**src/hw/rtl/tbcd_pkg.sv**
```systemverilog
package tbcd_pkg;

  localparam int unsigned BUFFER_DEPTH_DEF = 64;

  // field widths
  localparam int unsigned CLK_W   = 23;
  localparam int unsigned VALUE_W = 24;
  localparam int unsigned COUNT_W = 7;
  localparam int unsigned TOTAL_W = 32;

  localparam logic [CLK_W-1:0] CLOCK_BASE_RST = 23'd2500000;
  localparam int unsigned CLOCK_STEP_HZ = 100000;
  localparam int unsigned PCT_BASE      = 50;
  localparam int unsigned PCT_STEP      = 10;

  // action codes
  localparam logic ACT_BYTE = 1'b0;
  localparam logic ACT_POLL = 1'b1;

  // control byte codes
  localparam logic [7:0] CMD_STOP  = 8'h80;
  localparam logic [7:0] CMD_FLUSH = 8'h81;
  localparam logic [7:0] CMD_RESET = 8'hFF;
  localparam logic [7:0] CMD_ECHO  = 8'hC0;
  localparam logic [3:0] GRP_STOP  = 4'h8;
  localparam logic [3:0] GRP_PITCH = 4'h9;
  localparam logic [3:0] GRP_SPEED = 4'hA;
  localparam logic [3:0] GRP_CLOCK = 4'hB;
  localparam logic [3:0] GRP_ECHO  = 4'hC;
  localparam logic [3:0] GRP_ENG   = 4'hD;
  localparam logic [3:0] GRP_RESET = 4'hF;

  // text byte codes
  localparam logic [7:0] CH_NUL   = 8'h00;
  localparam logic [7:0] CH_LF    = 8'h0A;
  localparam logic [7:0] CH_CR    = 8'h0D;
  localparam logic [7:0] CH_SPACE = 8'h20;
  localparam logic [7:0] CH_BANG  = 8'h21;
  localparam logic [7:0] CH_DOT   = 8'h2E;
  localparam logic [7:0] CH_QUEST = 8'h3F;

  typedef enum logic [2:0] {
    KIND_NONE  = 3'd0,
    KIND_STOP  = 3'd1,
    KIND_RESET = 3'd2,
    KIND_PITCH = 3'd3,
    KIND_SPEED = 3'd4,
    KIND_CLOCK = 3'd5,
    KIND_CHAR  = 3'd6
  } kind_e;

  typedef struct packed {
    kind_e              kind;
    logic [VALUE_W-1:0] value;
    logic               is_cmd;
    logic               set_flush;
    logic               clr_buf;
    logic               tog_echo;
    logic               eng_wr;
    logic               eng_val;
    logic               store;
  } dec_t;

endpackage

```
**src/hw/rtl/tbcd_store.sv**
```systemverilog
module tbcd_store #(
  parameter int unsigned Depth = 64,
  parameter int unsigned AddrW = 6
) (
  input  logic             clk_i,
  input  logic             we_i,
  input  logic [AddrW-1:0] waddr_i,
  input  logic [7:0]       wdata_i,
  input  logic             re_i,
  input  logic [AddrW-1:0] raddr_i,
  output logic [7:0]       rdata_o
);

  logic [7:0] mem_q [Depth];
  logic [7:0] rdata_q;

  always_ff @(posedge clk_i) begin
    if (we_i) begin
      mem_q[waddr_i] <= wdata_i;
    end
  end

  // read data holds until the next read
  always_ff @(posedge clk_i) begin
    if (re_i) begin
      rdata_q <= mem_q[raddr_i];
    end
  end

  assign rdata_o = rdata_q;

endmodule

```
**src/hw/rtl/tbcd_decode.sv**
```systemverilog
module tbcd_decode (
  input  logic [7:0]               byte_i,
  input  logic [tbcd_pkg::CLK_W-1:0] clock_base_i,
  output tbcd_pkg::dec_t           dec_o
);
  import tbcd_pkg::*;

  logic [3:0] nib;
  logic [VALUE_W-1:0] pct;
  logic [VALUE_W-1:0] clk_hz;

  assign nib    = byte_i[3:0];
  assign pct    = VALUE_W'(PCT_BASE + int'(nib) * PCT_STEP);
  assign clk_hz = VALUE_W'(clock_base_i) + VALUE_W'(int'(nib) * CLOCK_STEP_HZ);

  always_comb begin
    dec_o           = '0;
    dec_o.kind      = KIND_NONE;
    dec_o.is_cmd    = byte_i[7];
    dec_o.eng_val   = byte_i[0];
    if (byte_i[7]) begin
      unique case (byte_i[7:4])
        GRP_STOP: begin
          if (byte_i == CMD_STOP) dec_o.kind = KIND_STOP;
          if (byte_i == CMD_FLUSH) dec_o.set_flush = 1'b1;
        end
        GRP_PITCH: begin
          dec_o.kind  = KIND_PITCH;
          dec_o.value = pct;
        end
        GRP_SPEED: begin
          dec_o.kind  = KIND_SPEED;
          dec_o.value = pct;
        end
        GRP_CLOCK: begin
          dec_o.kind  = KIND_CLOCK;
          dec_o.value = clk_hz;
        end
        GRP_ECHO: begin
          dec_o.tog_echo = (byte_i == CMD_ECHO);
        end
        GRP_ENG: begin
          dec_o.eng_wr = (byte_i[3:1] == 3'b000);
        end
        GRP_RESET: begin
          if (byte_i == CMD_RESET) begin
            dec_o.kind    = KIND_RESET;
            dec_o.clr_buf = 1'b1;
          end
        end
        default: ;
      endcase
    end else begin
      if (byte_i == CH_NUL || byte_i == CH_CR || byte_i == CH_LF) begin
        dec_o.set_flush = 1'b1;
      end else if (byte_i >= CH_SPACE) begin
        dec_o.store     = 1'b1;
        dec_o.set_flush = (byte_i == CH_DOT || byte_i == CH_BANG || byte_i == CH_QUEST);
      end
    end
  end

endmodule

```
**src/hw/rtl/text_byte_command_decoder_top.sv**
```systemverilog
// results: a bus byte or an idle poll gives its single result in the cycle after the transfer
// a draining poll reads each character from the text memory, a registered read, then moves
// it into the output register, one per cycle while the receiver takes them; outside drains
// one item per cycle while the output slot is free; a drain holds input until it ends
// reset: asynchronous, clears buffer level, flags, counters and clock base to 2.5 MHz
module text_byte_command_decoder_top #(
  parameter int unsigned BUFFER_DEPTH = tbcd_pkg::BUFFER_DEPTH_DEF
) (
  input  logic                         clk_i,
  input  logic                         rst_ni,
  // configuration
  input  logic                         cfg_we_i,
  input  logic [tbcd_pkg::CLK_W-1:0]   cfg_wdata_i,
  // input channel
  input  logic                         in_valid_i,
  output logic                         in_ready_o,
  input  logic                         action_i,
  input  logic [7:0]                   byte_value_i,
  // output channel
  output logic                         out_valid_o,
  input  logic                         out_ready_i,
  output logic [2:0]                   kind_o,
  output logic [tbcd_pkg::VALUE_W-1:0] value_o,
  output logic                         last_o,
  output logic                         echo_on_o,
  output logic                         engine_select_o,
  output logic [tbcd_pkg::COUNT_W-1:0] pending_count_o,
  output logic                         flush_pending_o,
  output logic [tbcd_pkg::TOTAL_W-1:0] char_total_o,
  output logic [tbcd_pkg::TOTAL_W-1:0] control_total_o
);
  import tbcd_pkg::*;

  // fill level needs to hold the depth itself, the address only the entries
  localparam int unsigned CW = $clog2(BUFFER_DEPTH + 1);
  localparam int unsigned AW = (BUFFER_DEPTH > 1) ? $clog2(BUFFER_DEPTH) : 1;

  localparam logic ST_IDLE  = 1'b0;
  localparam logic ST_DRAIN = 1'b1;

  // architectural state
  logic               state_q, state_d;
  logic [CW-1:0]      fill_q, fill_d;
  logic               flush_q, flush_d;
  logic               echo_q, echo_d;
  logic               engine_q, engine_d;
  logic [TOTAL_W-1:0] char_cnt_q, char_cnt_d;
  logic [TOTAL_W-1:0] ctrl_cnt_q, ctrl_cnt_d;
  logic [CLK_W-1:0]   clk_base_q;

  // drain sequencer
  logic [CW-1:0]      cnt_q, cnt_d;       // characters in this run
  logic [CW-1:0]      rd_idx_q, rd_idx_d; // next entry to read
  logic [CW-1:0]      mv_idx_q, mv_idx_d; // next entry to hand to the output
  logic               rd_valid_q, rd_valid_d;

  // output register
  logic               out_valid_q, out_valid_d;
  kind_e              kind_q, kind_d;
  logic [VALUE_W-1:0] value_q, value_d;
  logic               last_q, last_d;

  dec_t               dec;
  logic               out_free;
  logic               in_xfer;
  logic               is_byte;
  logic               drain_start;
  logic               mem_we;
  logic               mem_re;
  logic [7:0]         mem_rdata;
  logic               move;
  logic               run_last;

  tbcd_decode u_decode (
    .byte_i      (byte_value_i),
    .clock_base_i(clk_base_q),
    .dec_o       (dec)
  );

  tbcd_store #(
    .Depth(BUFFER_DEPTH),
    .AddrW(AW)
  ) u_store (
    .clk_i  (clk_i),
    .we_i   (mem_we),
    .waddr_i(fill_q[AW-1:0]),
    .wdata_i(byte_value_i),
    .re_i   (mem_re),
    .raddr_i(rd_idx_q[AW-1:0]),
    .rdata_o(mem_rdata)
  );

  // output slot is free when empty or emptied at this edge
  assign out_free   = !out_valid_q || out_ready_i;
  assign in_ready_o = (state_q == ST_IDLE) && out_free;
  assign in_xfer    = in_valid_i && in_ready_o;
  assign is_byte    = (action_i == ACT_BYTE);

  // a poll drains only with a flush pending and characters held
  assign drain_start = in_xfer && (action_i == ACT_POLL) && flush_q && (fill_q != '0);

  // text write goes to the entry the fill level points at
  assign mem_we = in_xfer && is_byte && dec.store && (fill_q < CW'(BUFFER_DEPTH));

  // two-step drain: read the memory, then move the registered data into the output
  assign move     = (state_q == ST_DRAIN) && rd_valid_q && out_free;
  assign mem_re   = (state_q == ST_DRAIN) && (rd_idx_q != cnt_q) && (!rd_valid_q || move);
  assign run_last = (mv_idx_q + CW'(1)) == cnt_q;

  always_comb begin
    state_d    = state_q;
    fill_d     = fill_q;
    flush_d    = flush_q;
    echo_d     = echo_q;
    engine_d   = engine_q;
    char_cnt_d = char_cnt_q;
    ctrl_cnt_d = ctrl_cnt_q;
    cnt_d      = cnt_q;
    rd_idx_d   = rd_idx_q;
    mv_idx_d   = mv_idx_q;
    rd_valid_d = rd_valid_q;

    if (in_xfer) begin
      if (!is_byte) begin
        // any poll clears the flush flag; a drain also empties the buffer
        flush_d = 1'b0;
        if (drain_start) begin
          state_d    = ST_DRAIN;
          fill_d     = '0;
          cnt_d      = fill_q;
          rd_idx_d   = '0;
          mv_idx_d   = '0;
          rd_valid_d = 1'b0;
        end
      end else if (dec.is_cmd) begin
        ctrl_cnt_d = ctrl_cnt_q + TOTAL_W'(1);
        if (dec.set_flush) flush_d = 1'b1;
        if (dec.clr_buf) fill_d = '0;
        if (dec.tog_echo) echo_d = !echo_q;
        if (dec.eng_wr) engine_d = dec.eng_val;
      end else begin
        char_cnt_d = char_cnt_q + TOTAL_W'(1);
        if (dec.set_flush) flush_d = 1'b1;
        if (mem_we) fill_d = fill_q + CW'(1);
        // a printable byte that fills the buffer or finds it full requests a flush
        if (dec.store && (fill_q >= CW'(BUFFER_DEPTH - 1))) flush_d = 1'b1;
      end
    end

    if (state_q == ST_DRAIN) begin
      if (mem_re) begin
        rd_idx_d   = rd_idx_q + CW'(1);
        rd_valid_d = 1'b1;
      end else if (move) begin
        rd_valid_d = 1'b0;
      end
      if (move) begin
        mv_idx_d = mv_idx_q + CW'(1);
        if (run_last) state_d = ST_IDLE;
      end
    end
  end

  // output register loads from a transfer that answers at once or from the drain
  always_comb begin
    out_valid_d = out_valid_q;
    kind_d      = kind_q;
    value_d     = value_q;
    last_d      = last_q;
    if (out_ready_i) out_valid_d = 1'b0;
    if (in_xfer && !drain_start) begin
      out_valid_d = 1'b1;
      last_d      = 1'b1;
      if (is_byte) begin
        kind_d  = dec.kind;
        value_d = dec.value;
      end else begin
        kind_d  = KIND_NONE;
        value_d = '0;
      end
    end else if (move) begin
      out_valid_d = 1'b1;
      kind_d      = KIND_CHAR;
      value_d     = VALUE_W'(mem_rdata);
      last_d      = run_last;
    end
  end

  always_ff @(posedge clk_i or negedge rst_ni) begin
    if (!rst_ni) begin
      state_q     <= ST_IDLE;
      fill_q      <= '0;
      flush_q     <= 1'b0;
      echo_q      <= 1'b0;
      engine_q    <= 1'b0;
      char_cnt_q  <= '0;
      ctrl_cnt_q  <= '0;
      clk_base_q  <= CLOCK_BASE_RST;
      cnt_q       <= '0;
      rd_idx_q    <= '0;
      mv_idx_q    <= '0;
      rd_valid_q  <= 1'b0;
      out_valid_q <= 1'b0;
    end else begin
      state_q     <= state_d;
      fill_q      <= fill_d;
      flush_q     <= flush_d;
      echo_q      <= echo_d;
      engine_q    <= engine_d;
      char_cnt_q  <= char_cnt_d;
      ctrl_cnt_q  <= ctrl_cnt_d;
      if (cfg_we_i) clk_base_q <= cfg_wdata_i;
      cnt_q       <= cnt_d;
      rd_idx_q    <= rd_idx_d;
      mv_idx_q    <= mv_idx_d;
      rd_valid_q  <= rd_valid_d;
      out_valid_q <= out_valid_d;
    end
  end

  // result payload, no reset needed
  always_ff @(posedge clk_i) begin
    kind_q  <= kind_d;
    value_q <= value_d;
    last_q  <= last_d;
  end

  // status fields only change at an input transfer, which frees the output slot at the
  // same edge, so the live state always matches the result on display
  assign out_valid_o     = out_valid_q;
  assign kind_o          = kind_q;
  assign value_o         = value_q;
  assign last_o          = last_q;
  assign echo_on_o       = echo_q;
  assign engine_select_o = engine_q;
  assign pending_count_o = COUNT_W'(fill_q);
  assign flush_pending_o = flush_q;
  assign char_total_o    = char_cnt_q;
  assign control_total_o = ctrl_cnt_q;

  // fill level never passes the buffer depth
  assert property (@(posedge clk_i) disable iff (!rst_ni)
    fill_q <= CW'(BUFFER_DEPTH))
    else $error("fill level beyond buffer depth");

  // read pointer stays between the move pointer and the run length
  assert property (@(posedge clk_i) disable iff (!rst_ni)
    (state_q == ST_DRAIN) |-> (rd_idx_q >= mv_idx_q) && (rd_idx_q <= cnt_q))
    else $error("drain pointers out of order");

  // while draining the buffer reads as empty with no flush pending
  assert property (@(posedge clk_i) disable iff (!rst_ni)
    (state_q == ST_DRAIN) |-> (fill_q == '0) && !flush_q)
    else $error("buffer state changed during drain");

  // a run starts with a non-empty count and the first read follows
  assert property (@(posedge clk_i) disable iff (!rst_ni)
    drain_start |=> (state_q == ST_DRAIN) && (cnt_q != '0) && mem_re)
    else $error("drain did not start reading");

endmodule

```
**config.mk**
```make
export PLATFORM = sky130hd
export DESIGN_NAME = text_byte_command_decoder_top
export DESIGN_NICKNAME = d
export VERILOG_FILES = /design/src/hw/rtl/tbcd_pkg.sv /design/src/hw/rtl/tbcd_store.sv /design/src/hw/rtl/tbcd_decode.sv /design/src/hw/rtl/text_byte_command_decoder_top.sv
export SDC_FILE = /design/constraint.sdc
export NUM_CORES = 1
export LEC_CHECK = 0
export ABC_AREA = 0
export BUFFER_PORTS_ARGS = -buffer_cell sky130_fd_sc_hd__buf_2
export CAP_MARGIN = 15
export CORE_AREA = 10 10 280 282
export CTS_CLUSTER_DIAMETER = 100
export CTS_CLUSTER_SIZE = 24
export DETAILED_ROUTE_END_ITERATION = 8
export DIE_AREA = 0 0 290 292
export PLACE_DENSITY = 0.53
export SETUP_SLACK_MARGIN = 0.1
export SYNTH_ARGS = -nofsm -noshare
export SYNTH_HDL_FRONTEND = slang
export SYNTH_HIERARCHICAL = 1
export SYNTH_SLANG_ARGS = --single-unit
```
**constraint.sdc**
```tcl
create_clock -name clk_i -period 4.2 [get_ports clk_i]
set_input_delay 0.42 -clock clk_i [delete_from_list [all_inputs] [get_ports clk_i]]
set_output_delay 0.42 -clock clk_i [all_outputs]
set_load 0.01 [all_outputs]
```
# Word-level counts from Yosys, hierarchy flattened
# Memory sizes are Yosys's and may differ from the RTL's. A register that Yosys moved wholly into a read port is not among the register bits.
# Cells that the tools add are included.
# word_totals
ram_bits	512
mem_count	1
input_bits	37
register_bits	149
out_inout_bits	104
# op_classes
reduce_logical	37
n_lt_le_gt_ge	3
mul	2
mux	60
n_eq_ne	20
bitwise_logic	3
addsub	7
# memory_table
name	depth	word_bits	rd	rd_ports_with_merged_regs	write_ports	line_no	source
u_store.mem_q	64	8	1	1	1	tbcd_store.sv:14	logic [7:0] mem_q [Depth];
# op_table
operator	count
two-way mux 7 bit	15
two-way mux 24 bit	3
adder 32 x 1 -> 32 bit (second input constant)	2
case mux 24 bit (2 select lines)	1
two-way mux 1 bit	34
equality test 8 bit (second input constant)	4
equality test 4 bit (second input constant)	7
two-way mux 27 bit	1
adder 23 x 21 -> 24 bit	1
equality test 8 x 6 -> 1 bit (second input constant)	3
adder 7 x 1 -> 7 bit (second input constant)	3
equality test 8 x 4 -> 1 bit (second input constant)	2
multiplier 4 x 12 -> 16 bit (second input constant)	1
case mux 3 bit (5 select lines)	1
logical AND 1 bit	14
two-way mux 3 bit	4
AND reduction 4 bit	3
adder 6 x 8 -> 9 bit (first input constant)	1
AND reduction 3 bit	3
greater-or-equal comparator 8 x 6 -> 1 bit (second input constant)	1
logical NOT 8 bit	1
equality test 7 bit	1
greater-or-equal comparator 7 x 6 -> 1 bit (second input constant)	1
less-than comparator 7 bit (second input constant)	1
other kinds (13)	24

# Longest topological paths before layout
# Gate-level depths: netlist of run 1.
# logic_depth
word_depth	13
ltp_mapped	19
ltp_nobuf	19

# Modules after synthesis
# The synthesis of run 1 kept the hierarchy.
# by_module_without_submodules
mod	cells_per_inst	seq_area_each_um2	instances	area_per_inst_um2
tbcd_store	940	15615.0	1	20246.9
text_byte_command_decoder_top	574	3868.7	1	6698.9
tbcd_decode	265	0.0	1	1896.8

# Worst setup path before layout of run 1
# No wires, ideal clock.
# synth_timing
path_kind	input to register
startpoint	input port byte_value_i[1]
endpoint	register value_q[21] (netlist: value_o[21]) (data pin)
path_stages	18
required_ns	3.945
setup_slack_ns	0.094
setup_ns	0.255
t_arrival_ns	3.852
cell_sequence	ha_1 -> xor2_1 -> ha_1 -> a21o_1 -> ha_1 -> a21o_1 -> a21oi_1 -> o21ai_0 -> a21oi_1 -> xnor2_1 -> ha_1 -> a21o_1 -> o21bai_1 -> a311o_1 -> nor3_2 -> nor3_1 -> o21a_1 -> and2_1
# synth_lines
element	line_no	source
from (decl)	text_byte_command_decoder_top.sv:18	input logic [7:0] byte_value_i,
to (signal assigned)	text_byte_command_decoder_top.sv:224	value_q <= value_d;
to (decl)	text_byte_command_decoder_top.sv:60	logic [VALUE_W-1:0] value_q, value_d;

==> out/results.txt, run 1 <==
CTS max path bufs - 3
Die Area - 0.0847 mm²
Vias - 16.4k
DR iter-0 viols - 1,290
Slew Viols, Final - 0
CTS tree - built
CP required - 4.52 ns
Hold Crit Class - input port to flip-flop
R2R cell count - 8
Hold path endpoint - clk_base_q[20]
HPWL after DPL - 48,300 µm
Slew headroom - 31.3%
Max cap viols - 0
Die Width - 290 µm
Synth unique cells - 86
Final net count - 2,114
Initial Util - 39.7%
Terminus of the critical flop-to-flop path - u_store/mem_q[46][3]
Final setup skew - 0.0281 ns
Final RePlAce weighted congestion - 0.823
Worst setup EP type - flip-flop
I/O Buffers - 140
Final Hold Violating Endpoints - 0
R2R Path Start - state_q
VDD IR max - 0.346 mV
Placed Area - 0.0315 mm²
Mapped Area - 0.0288 mm²
Number of flops mapped to enable cells by yosys - 547
Total wire length - 71,500 µm
Fraction of layout cells with a size suffix above 1 - 26.2%
Crit path DAT - 4.21 ns
Filler instances - 6,442
Syn Inst Count - 1,779
H-tree levels - 2
Hold depth - 2
Hold Crit Start - cfg_wdata_i[20]
Post-DR vias/cell - 5.46
Setup TNS Final - 0 ns
Total grt overflow - 0
Syn Area/Cell - 16.2 µm²
Area Growth Syn to Fin - 12.8%
Commonest non-fill, non-tap cell in the layout - edfxtp_1
Pin count of the biggest net entering global routing - 76
Global-route wire length before repair - 108,000 µm
IO Count - 141
Status - finished clean
Crit Path Max Fanout - 5
Fin crit share - 92.5%
Fin crit period - 3.89 ns
Pleak - 11.6 nW
Routed Antenna Nets - 0
Setup slack, reg-to-reg - 0.77 ns
Post-route cell area - 0.0325 mm²
Worst Tran Pin Value - 1.03 ns
RSZ-0062 raised after global routing - no
GR Util All Layers - 16.5%
F_max - 0.257 GHz
Post-synth top flop - edfxtp_1
Clock slew at reported path FFs - 0.09 ns
Worst-Skew Late Latency - 0.58 ns
Core area - 0.0726 mm²
P per Cell Area - 520 mW/mm²
Die Y - 292 µm
Initial antenna violation count - 5
Inserted Clock Buffers - 35
Root buf cell - clkbuf_16
Drt wl/cell - 23.8 µm
Synth Net Count - 1,865
CTS sink count - 669
CP Launch Type - input port
Post-route DRC - 0
DR pass1 iterations - 5
Warning count from the yosys run - 6
Commonest non-fill, non-tap cells in the layout - 547 x edfxtp_1, 142 x buf_4, 139 x buf_2
Std-Cell Rows - 99
Post-synthesis sequential area ratio - 67.6%
Ys async rst share - 18.1%
Post-synthesis register bit count - 669
Setup CP Type - input port to flip-flop
Setup-failing EPs final - 0
Worst hold margin - 0.0832 ns
Core Util, Final - 44.8%
Vias in the first global route - 16.6k
==> worst max path at each step <==
stage                   to             from  cells past startpoint  slack (ns)
2_1_floorplan  value_o[21]  byte_value_i[1]                     18        0.11
6_report       value_o[21]  byte_value_i[3]                     19        0.31
5_1_grt        value_o[21]  byte_value_i[1]                     21        0.10
3_5_place_dp   value_o[21]  byte_value_i[3]                     19       -0.39
4_1_cts        value_o[21]  byte_value_i[3]                     19        0.22
3_3_place_gp   value_o[21]  byte_value_i[3]                     18       -0.36
==> repair_timing <==
action | in CTS | in global routing
setup buffers | 0 | 1
endpoints found under the hold margin | 46 | 0
hold buffers | 1 | 0
gates resized for setup | 0 | 7
endpoints found under the setup margin | 0 | 4
==> where the power goes <==
part,leakage [nW],switching [mW],internal (mW)
Sequential,6.52,0.712,7.61
Combinational,4.63,2.59,2.35
Clock,0.476,2.08,1.57
Total,11.6,5.39,11.5
==> registers in the layout (all words and copies together), names as in the netlist <==
signal	count
u_store/mem_q	512
char_total_o	32
control_total_o	32
value_o	24
clk_base_q	23
u_store/rdata_o	8
cnt_q	7
mv_idx_q	7
pending_count_o	7
rd_idx_q	7
kind_o	3
echo_on_o	1
engine_select_o	1
flush_pending_o	1
last_o	1
out_valid_o	1
rd_valid_q	1
state_q	1
==> stage by stage <==
stage / power, mW / std cells / worst slack, ns
2_1_floorplan: 11.7 / 1779 / 0.111
3_3_place_gp: 13.5 / 2948 / -0.360
3_5_place_dp: 13.5 / 2948 / -0.394
4_1_cts: 17.1 / 2999 / 0.218
5_1_grt: 17.8 / 3000 / 0.101
6_report: 16.9 / 3001 / 0.314
==> cells in the mapped netlist (all sizes together) (23+ instances only) <==
cell type / number / share of area (%)
nor2b: 23 / 0.50
nand3: 49 / 0.87
inv: 28 / 0.36
nor2: 130 / 1.7
a21oi: 32 / 0.63
nor3: 27 / 0.49
and3: 29 / 0.63
dfrtp: 113 / 9.8
edfxtp: 547 / 57
mux4: 126 / 9.8
ha: 48 / 2.1
buf: 46 / 1.1
mux2i: 29 / 1.0
xnor2: 71 / 2.2
clkbuf: 32 / 0.42
o21ai: 39 / 0.69
and2: 30 / 0.65
nand2: 101 / 1.3
mux2: 39 / 1.5
nand4: 33 / 0.72
xor2: 42 / 1.3
==> cell type report <==
class                           instances  area, µm²  area share, %
Antenna cell                            1       2.50        0.00769
Clock buffer                           43        906           2.78
Clock inverter                          7       68.8          0.211
Inverter                               28        105          0.323
Multi-Input combinational cell       1004       8840           27.2
Sequential cell                       669      19500           59.9
Tap cell                              959       1200           3.69
Timing Repair Buffer                  290       1930           5.94
==> layer usage <==
metal / vias to the layer above / track usage [%] / part of all wire [%]
met2: 415 / 26.9 / 47
met3: 76 / 2.41 / 5.3
met1: 8493 / 23.2 / 45
li1: 7386 / - / -
met5: - / 0 / 0.029
met4: 4 / 3.62 / 1.8
==> logic make-up (layout without fill, tap and decap cells) <==
| group | after synthesis | count (layout) | share of synthesized area (%) |
|---|---|---|---|
| muxes | 194 | 194 | 12.4 |
| buffers and inverters | 106 | 368 | 1.90 |
| adders and majority gates | 49 | 49 | 2.15 |
| xor gates and xnor gates | 113 | 113 | 3.43 |
| and+or+nand+nor | 458 | 458 | 7.81 |
| DFF | 669 | 669 | 67.6 |
| other | 0 | 1 | 0 |
| AOI/OAI and AO/OA | 190 | 190 | 4.78 |
==> critical path, stage by stage <==
cell	delay, ns
buf_2	0.26
buf_4	0.19
ha_1	0.25
ha_1	0.29
ha_1	0.31
buf_4	0.14
a31o_2	0.24
a21oi_2	0.18
o21ai_2	0.11
nand2_1	0.09
xnor2_1	0.07
ha_1	0.37
a21oi_2	0.19
a21boi_0	0.11
a311o_1	0.38
nor3_4	0.23
nor3_1	0.06
o21a_1	0.18
and2_1	0.13
Note: power is estimated with default switching activity, not from simulation.
==> inputs of run 2 (changes only) <==
--- a/config.mk
+++ b/config.mk
@@ -6,14 +6,14 @@
 export NUM_CORES = 1
 export LEC_CHECK = 0
 export ABC_AREA = 0
-export BUFFER_PORTS_ARGS = -buffer_cell sky130_fd_sc_hd__buf_2
 export CAP_MARGIN = 15
 export CORE_AREA = 10 10 280 282
 export CTS_CLUSTER_DIAMETER = 100
 export CTS_CLUSTER_SIZE = 24
 export DETAILED_ROUTE_END_ITERATION = 8
 export DIE_AREA = 0 0 290 292
-export PLACE_DENSITY = 0.53
+export DONT_BUFFER_PORTS = 1
+export PLACE_DENSITY = 0.51
 export SETUP_SLACK_MARGIN = 0.1
 export SYNTH_ARGS = -nofsm -noshare
 export SYNTH_HDL_FRONTEND = slang
==> run 2 against run 1 <==
  * Flip-flop and latch count did not move
  * Global-route usage is 0.32 points higher
  * Combinational power down 2%
  * Via count fell by 2.7%
  * Sequential power grew 0.8%
  * Die area unchanged
  * Hold slack got worse by 0.025 ns
  * Critical endpoint unchanged
  * Largest cell class unchanged
==> out/results.txt, run 2 (synthesized netlist as in run 1, its figures left out) <==
Clock slew at reported path FFs - 0.11 ns (was 0.09 ns)
Top reg by flops - u_store/mem_q (unchanged)
Setup CP Type - input port to flip-flop (unchanged)
Max reg flops - 512 (unchanged)
Die Y - 292 µm (unchanged)
RSZ-0062 raised after global routing - no (unchanged)
Die Width - 290 µm (unchanged)
Max cap viols - 0 (unchanged)
Crit path DAT - 4.02 ns (was 4.21 ns)
R2R cell count - 6 (was 8)
DR iter-0 viols - 1,403 (was 1,290)
Total wire length - 72,600 µm (was 71,500 µm)
Global-route wire length before repair - 109,000 µm (was 108,000 µm)
Number of setup buffers added after CTS - 0 (unchanged)
Post-route cell area - 0.0322 mm² (was 0.0325 mm²)
Filler instances - 6,474 (was 6,442)
Hold Crit Class - input port to flip-flop (unchanged)
DR pass1 iterations - 5 (unchanged)
Core area - 0.0726 mm² (unchanged)
Terminus of the critical flop-to-flop path - u_store/mem_q[21][4] (was u_store/mem_q[46][3])
CTS max path bufs - 3 (unchanged)
Slew Viols, Final - 0 (unchanged)
Max incr delay on CP - 0.36 ns (was 0.38 ns)
CTS tree - built (unchanged)
Die Area - 0.0847 mm² (unchanged)
Vias - 15.9k (was 16.4k)
Placed Area - 0.0304 mm² (was 0.0315 mm²)
Commonest non-fill, non-tap cell in the layout - edfxtp_1 (unchanged)
Sw frac - 32.3% (was 31.9%)
Area occupied by multi-input gates - 0.00882 mm² (was 0.00884 mm²)
Crit-path most repeated cell - ha_1 (unchanged)
Inserted Clock Buffers - 35 (unchanged)
Total grt overflow - 0 (unchanged)
Fin crit period - 3.68 ns (was 3.89 ns)
Worst setup EP type - flip-flop (unchanged)
R2R Path Start - state_q (unchanged)
Setup-failing EPs final - 0 (unchanged)
P per Cell Area - 528 mW/mm² (was 520 mW/mm²)
Root buf cell - clkbuf_16 (unchanged)
Final RePlAce weighted congestion - 0.823 (about the same)
Status - finished clean (unchanged)
CP startpoint - byte_value_i[1] (was byte_value_i[3])
Crit Path Max Fanout - 10 (was 5)
CP required - 4.54 ns (was 4.52 ns)
Initial antenna violation count - 8 (was 5)
Setup slack, reg-to-reg - 0.74 ns (was 0.77 ns)
Pleak - 11.0 nW (was 11.6 nW)
CTS sink count - 669 (unchanged)
Sw power - 5.49 mW (was 5.39 mW)
Worst-Skew Late Latency - 0.59 ns (was 0.58 ns)
Post-DR vias/cell - 5.56 (was 5.46)
Dpl ws - -0.0977 ns (was -0.394 ns)
IO Count - 141 (unchanged)
Core Util, Final - 44.3% (was 44.8%)
Area Growth Syn to Fin - 11.5% (was 12.8%)
Post-route DRC - 0 (unchanged)
GR Util All Layers - 16.8% (was 16.5%)
Fraction of layout cells with a size suffix above 1 - 18.2% (was 26.2%)
Crit path max-delay cell type - a311o_1 (unchanged)
Final net count - 1,977 (was 2,114)
CP bufs+invs - 0 (was 3)
I/O Buffers - 0 (was 140)
Fin cells - 2,867 (was 3,001)
Cells after DPL - 2,756 (was 2,948)
Final Hold Violating Endpoints - 0 (unchanged)
Clock power share - 22.1% (was 21.6%)
Register Area - 0.0195 mm² (unchanged)
Routed Antenna Nets - 0 (unchanged)
Pin count of the biggest net entering global routing - 122 (was 76)
Hold depth - 2 (unchanged)
Vias in the first global route - 16.3k (was 16.6k)
HPWL after DPL - 45,300 µm (was 48,300 µm)
Commonest non-fill, non-tap cells in the layout - 547 x edfxtp_1, 128 x nor2_1, 126 x mux4_2 (was 547 x edfxtp_1, 142 x buf_4, 139 x buf_2)
Top delay family on crit path - compound AO/OA/AOI/OAI gates (unchanged)
F_max - 0.272 GHz (was 0.257 GHz)
Setup slack after layout - 0.521 ns (was 0.314 ns)
H-tree levels - 2 (unchanged)
Hold Crit Start - action_i (was cfg_wdata_i[20])
Combinational Power Share - 28.5% (was 29.2%)
Drt wl/cell - 25.3 µm (was 23.8 µm)
Hold path endpoint - flush_pending_o (was clk_base_q[20])
CP Cell Sequence - ha_1 -> xor2_1 -> ha_1 -> a21o_1 -> ha_1 -> a21o_1 -> a21oi_1 -> o21ai_0 -> a21oi_1 -> xnor2_1 -> ha_1 -> a21o_1 -> o21bai_1 -> a311o_1 -> nor3_2 -> nor3_1 -> o21a_1 -> and2_1 (was buf_2 -> buf_4 -> ha_1 -> ha_1 -> ha_1 -> buf_4 -> a31o_2 -> a21oi_2 -> o21ai_2 -> nand2_1 -> xnor2_1 -> ha_1 -> a21oi_2 -> a21boi_0 -> a311o_1 -> nor3_4 -> nor3_1 -> o21a_1 -> and2_1)
Slew headroom - 36.6% (was 31.3%)
Reg power frac - 49.4% (was 49.2%)
Initial Util - 39.7% (unchanged)
Std-Cell Rows - 99 (unchanged)
P_int - 11.5 mW (about the same)
Fin crit share - 87.6% (was 92.5%)
VDD IR max - 0.392 mV (was 0.346 mV)
CP Launch Type - input port (unchanged)
Worst Tran Pin Value - 0.947 ns (was 1.03 ns)
Final setup skew - 0.0322 ns (was 0.0281 ns)
==> run 2: cell count changes in the layout (fill, tap and decap cells not counted), sizes merged <==
| cell | delta |
|---|---|
| buf | -184 |
| clkbuf | +3 |
| clkinvlp | +2 |
| dlygate4sd3 | +47 |
| inv | -2 |
==> run 2: power groups by stage <==
| stage | logic (mW) | registers [mW] | clock network, mW |
|---|---|---|---|
| final | 4.84 | 8.39 | 3.76 |
| after global placement | 4.66 | 8.56 | 0 |
| after global routing | 5.23 | 8.47 | 4.11 |
| after detailed placement | 4.67 | 8.55 | 0 |
| after CTS | 4.88 | 8.41 | 3.90 |
| after floorplan | 3.59 | 8.08 | 0 |
==> run 2: how the worst max path moves through the flow <==
stage,end,slack (ns),cells past startpoint
floorplan,value_o[21],0.11,18
global placement,value_o[21],-0.08,18
detailed placement,value_o[21],-0.1,18
CTS,value_o[21],0.56,18
global route,value_o[22],0.24,19
finish,value_o[21],0.52,18
==> run 2: layout make-up <==
type	count	area share, %
Multi-Input combinational cell	1004	27.4
Clock inverter	7	0.198
Sequential cell	669	60.6
Antenna cell	1	0.00778
Timing Repair Buffer	153	4.66
Clock buffer	46	3.02
Tap cell	959	3.73
Inverter	28	0.327
==> run 2: layer usage <==
| metal | up-vias | share of wire, % | track usage (%) | wire length, µm |
|---|---|---|---|---|
| met1 | 8225 | 43 | 22.6 | 30900 |
| met5 | - | 0.034 | 0 | 25 |
| met2 | 509 | 48 | 27.7 | 34900 |
| met4 | 4 | 1.9 | 3.87 | 1390 |
| li1 | 7114 | - | - | - |
| met3 | 79 | 7.4 | 3.74 | 5360 |
==> run 2: per-stage QoR <==
step	TNS, ns	hold WS, ns	total power, mW
final	0	0.0584	17.0
after global routing	0	0.0595	17.8
after CTS	0	0.0358	17.2
after detailed placement	-0.231	0.130	13.2
after global placement	-0.155	0.129	13.2
after floorplan	0	0.124	11.7
==> run 2: timing repair <==
item | 4_1_cts | 5_1_grt
gates resized for setup | 0 | 0
endpoints found under the hold margin | 656 | 0
hold buffers | 57 | 0
==> inputs of run 3 (changes only) <==
--- a/config.mk
+++ b/config.mk
@@ -13,7 +13,7 @@
 export DETAILED_ROUTE_END_ITERATION = 8
 export DIE_AREA = 0 0 290 292
 export DONT_BUFFER_PORTS = 1
-export PLACE_DENSITY = 0.51
+export PLACE_DENSITY = 0.58
 export SETUP_SLACK_MARGIN = 0.1
 export SYNTH_ARGS = -nofsm -noshare
 export SYNTH_HDL_FRONTEND = slang
==> run 3 against run 2 <==
  * Maximum frequency is 0.57% higher
  * Critical endpoint is now value_o[18]
  * Global-route usage decreased by 0.65 points
  * Largest power group unchanged
  * Critical path type unchanged
  * Die area unchanged
  * Count of clock-buffer cells in the layout stayed put
==> out/results.txt, run 3 (synthesized netlist as in run 1, its figures left out) <==
Status - finished clean (unchanged)
Total wire length - 70,300 µm (was 72,600 µm)
Drt wl/cell - 24.5 µm (was 25.3 µm)
Sw frac - 32.0% (was 32.3%)
F_max - 0.273 GHz (was 0.272 GHz)
VDD IR max - 0.344 mV (was 0.392 mV)
Final Hold Violating Endpoints - 0 (unchanged)
Die Width - 290 µm (unchanged)
Setup slack, reg-to-reg - 0.83 ns (was 0.74 ns)
Total grt overflow - 0 (unchanged)
Hold path endpoint - echo_on_o (was flush_pending_o)
Setup CP Type - input port to flip-flop (unchanged)
I/O Buffers - 0 (unchanged)
Commonest non-fill, non-tap cell in the layout - edfxtp_1 (unchanged)
Worst setup EP type - flip-flop (unchanged)
R2R cell count - 8 (was 6)
CTS max path bufs - 3 (unchanged)
Top reg by flops - u_store/mem_q (unchanged)
Post-route DRC - 0 (unchanged)
CP required - 4.54 ns (about the same)
Core area - 0.0726 mm² (unchanged)
Setup TNS Final - 0 ns (unchanged)
Setup-failing EPs final - 0 (unchanged)
Sw power - 5.40 mW (was 5.49 mW)
Vias in the first global route - 16.3k (about the same)
Hold Crit Class - input port to flip-flop (unchanged)
Die Y - 292 µm (unchanged)
IO Count - 141 (unchanged)
Commonest non-fill, non-tap cells in the layout - 547 x edfxtp_1, 128 x nor2_1, 126 x mux4_2 (unchanged)
Global-route wire length before repair - 105,000 µm (was 109,000 µm)
Fin crit share - 87.1% (was 87.6%)
Final net count - 1,977 (unchanged)
Area Growth Syn to Fin - 11.4% (was 11.5%)
Clock power share - 22.3% (was 22.1%)
P per Cell Area - 525 mW/mm² (was 528 mW/mm²)
Post-route cell area - 0.0321 mm² (was 0.0322 mm²)
Post_cts resized - 0 (unchanged)
DR pass1 iterations - 5 (unchanged)
Fin cells - 2,867 (unchanged)
Clock slew at reported path FFs - 0.09 ns (was 0.11 ns)
Routed Antenna Nets - 0 (unchanged)
Slew Viols, Final - 0 (unchanged)
Vias - 16.1k (was 15.9k)
DR iter-0 viols - 1,381 (was 1,403)
HPWL after DPL - 44,400 µm (was 45,300 µm)
Reg power frac - 50.5% (was 49.4%)
Initial Util - 39.7% (unchanged)
GR Util All Layers - 16.2% (was 16.8%)
Hold Crit Start - byte_value_i[4] (was action_i)
Fraction of layout cells with a size suffix above 1 - 18.1% (was 18.2%)
Root buf cell - clkbuf_16 (unchanged)
Hold depth - 3 (was 2)
Final setup skew - 0.0452 ns (was 0.0322 ns)
Worst-Skew Late Latency - 0.60 ns (was 0.59 ns)
Terminus of the critical flop-to-flop path - u_store/mem_q[56][4] (was u_store/mem_q[21][4])
H-tree levels - 2 (unchanged)
Crit path DAT - 3.99 ns (was 4.02 ns)
Placed Area - 0.0304 mm² (about the same)
RSZ-0062 raised after global routing - no (unchanged)
Inserted Clock Buffers - 34 (was 35)
Initial antenna violation count - 5 (was 8)
N_diodes - 0 (was 1)
Worst Tran Pin Value - 1.11 ns (was 0.947 ns)
Cells after DPL - 2,757 (was 2,756)
CTS tree - built (unchanged)
Crit Path Max Fanout - 9 (was 10)
Max cap viols - 0 (unchanged)
Combinational Power Share - 27.1% (was 28.5%)
Fin crit period - 3.66 ns (was 3.68 ns)
Hold_buf cts - 57 (unchanged)
CP startpoint - byte_value_i[1] (unchanged)
Max reg flops - 512 (unchanged)
Total power - 16.9 mW (was 17.0 mW)
Std-Cell Rows - 99 (unchanged)
Post-DR vias/cell - 5.60 (was 5.56)
P_int - 11.5 mW (about the same)
Number of setup buffers added after CTS - 0 (unchanged)
Pleak - 11.0 nW (about the same)
Die Area - 0.0847 mm² (unchanged)
Slew headroom - 26.3% (was 36.6%)
Pin count of the biggest net entering global routing - 122 (unchanged)
R2R Path Start - state_q (unchanged)
Final RePlAce weighted congestion - 0.830 (was 0.823)
CP Launch Type - input port (unchanged)
CTS sink count - 669 (unchanged)
[run 3: metal layers]
layer	part of all wire, %	vias to the layer above	global-route usage [%]
li1	-	7107	-
met1	42	8307	21.3
met2	48	541	26.2
met3	8.0	108	3.98
met4	2.6	2	4.97
met5	0.014	-	0
[run 3: cell type report]
class                           instances  area (µm²)
Fill cell                            6383       40500
Sequential cell                       669       19500
Multi-Input combinational cell       1004        8810
Timing Repair Buffer                  154        1480
Tap cell                              959        1200
Clock buffer                           46         917
Clock inverter                          7         115
Inverter                               28         105
[run 3: power groups by stage]
stage / clock network [mW] / registers, mW / logic (mW)
after floorplan: 0 / 8.08 / 3.59
after global placement: 0 / 8.70 / 4.36
after detailed placement: 0 / 8.70 / 4.41
after CTS: 3.88 / 8.56 / 4.61
after global routing: 4.12 / 8.62 / 4.94
final: 3.77 / 8.53 / 4.58
[run 3: worst max-delay path: stages]
cell     delay [ns]
ha_1           0.21
xor2_1         0.18
ha_1           0.18
a21o_1         0.15
ha_1           0.32
a21o_1         0.17
a21oi_1        0.17
o21ai_0        0.13
a21oi_1        0.27
nor2_1         0.08
xor2_1         0.15
ha_1           0.35
nand4_1        0.14
or3_1          0.36
o21ai_0        0.08
a21o_2         0.17
buf_4          0.12
o21a_1         0.11
nor3_1         0.04
and2_1         0.16
[run 3: through the flow]
step | hold WS [ns] | setup slack (ns) | util [%]
6_report | 0.0492 | 0.542 | 44.3
3_3_place_gp | 0.129 | -0.0606 | 41.8
3_5_place_dp | 0.130 | -0.0681 | 41.8
5_1_grt | 0.0521 | 0.332 | 44.3
4_1_cts | 0.0219 | 0.591 | 44.3
2_1_floorplan | 0.124 | 0.111 | -
[run 3: how the worst max path moves through the flow]
stage                  end  slack (ns)
2_1_floorplan  value_o[21]        0.11
3_3_place_gp   value_o[18]       -0.06
3_5_place_dp   value_o[21]       -0.07
4_1_cts        value_o[21]        0.59
5_1_grt        value_o[18]        0.33
6_report       value_o[18]        0.54
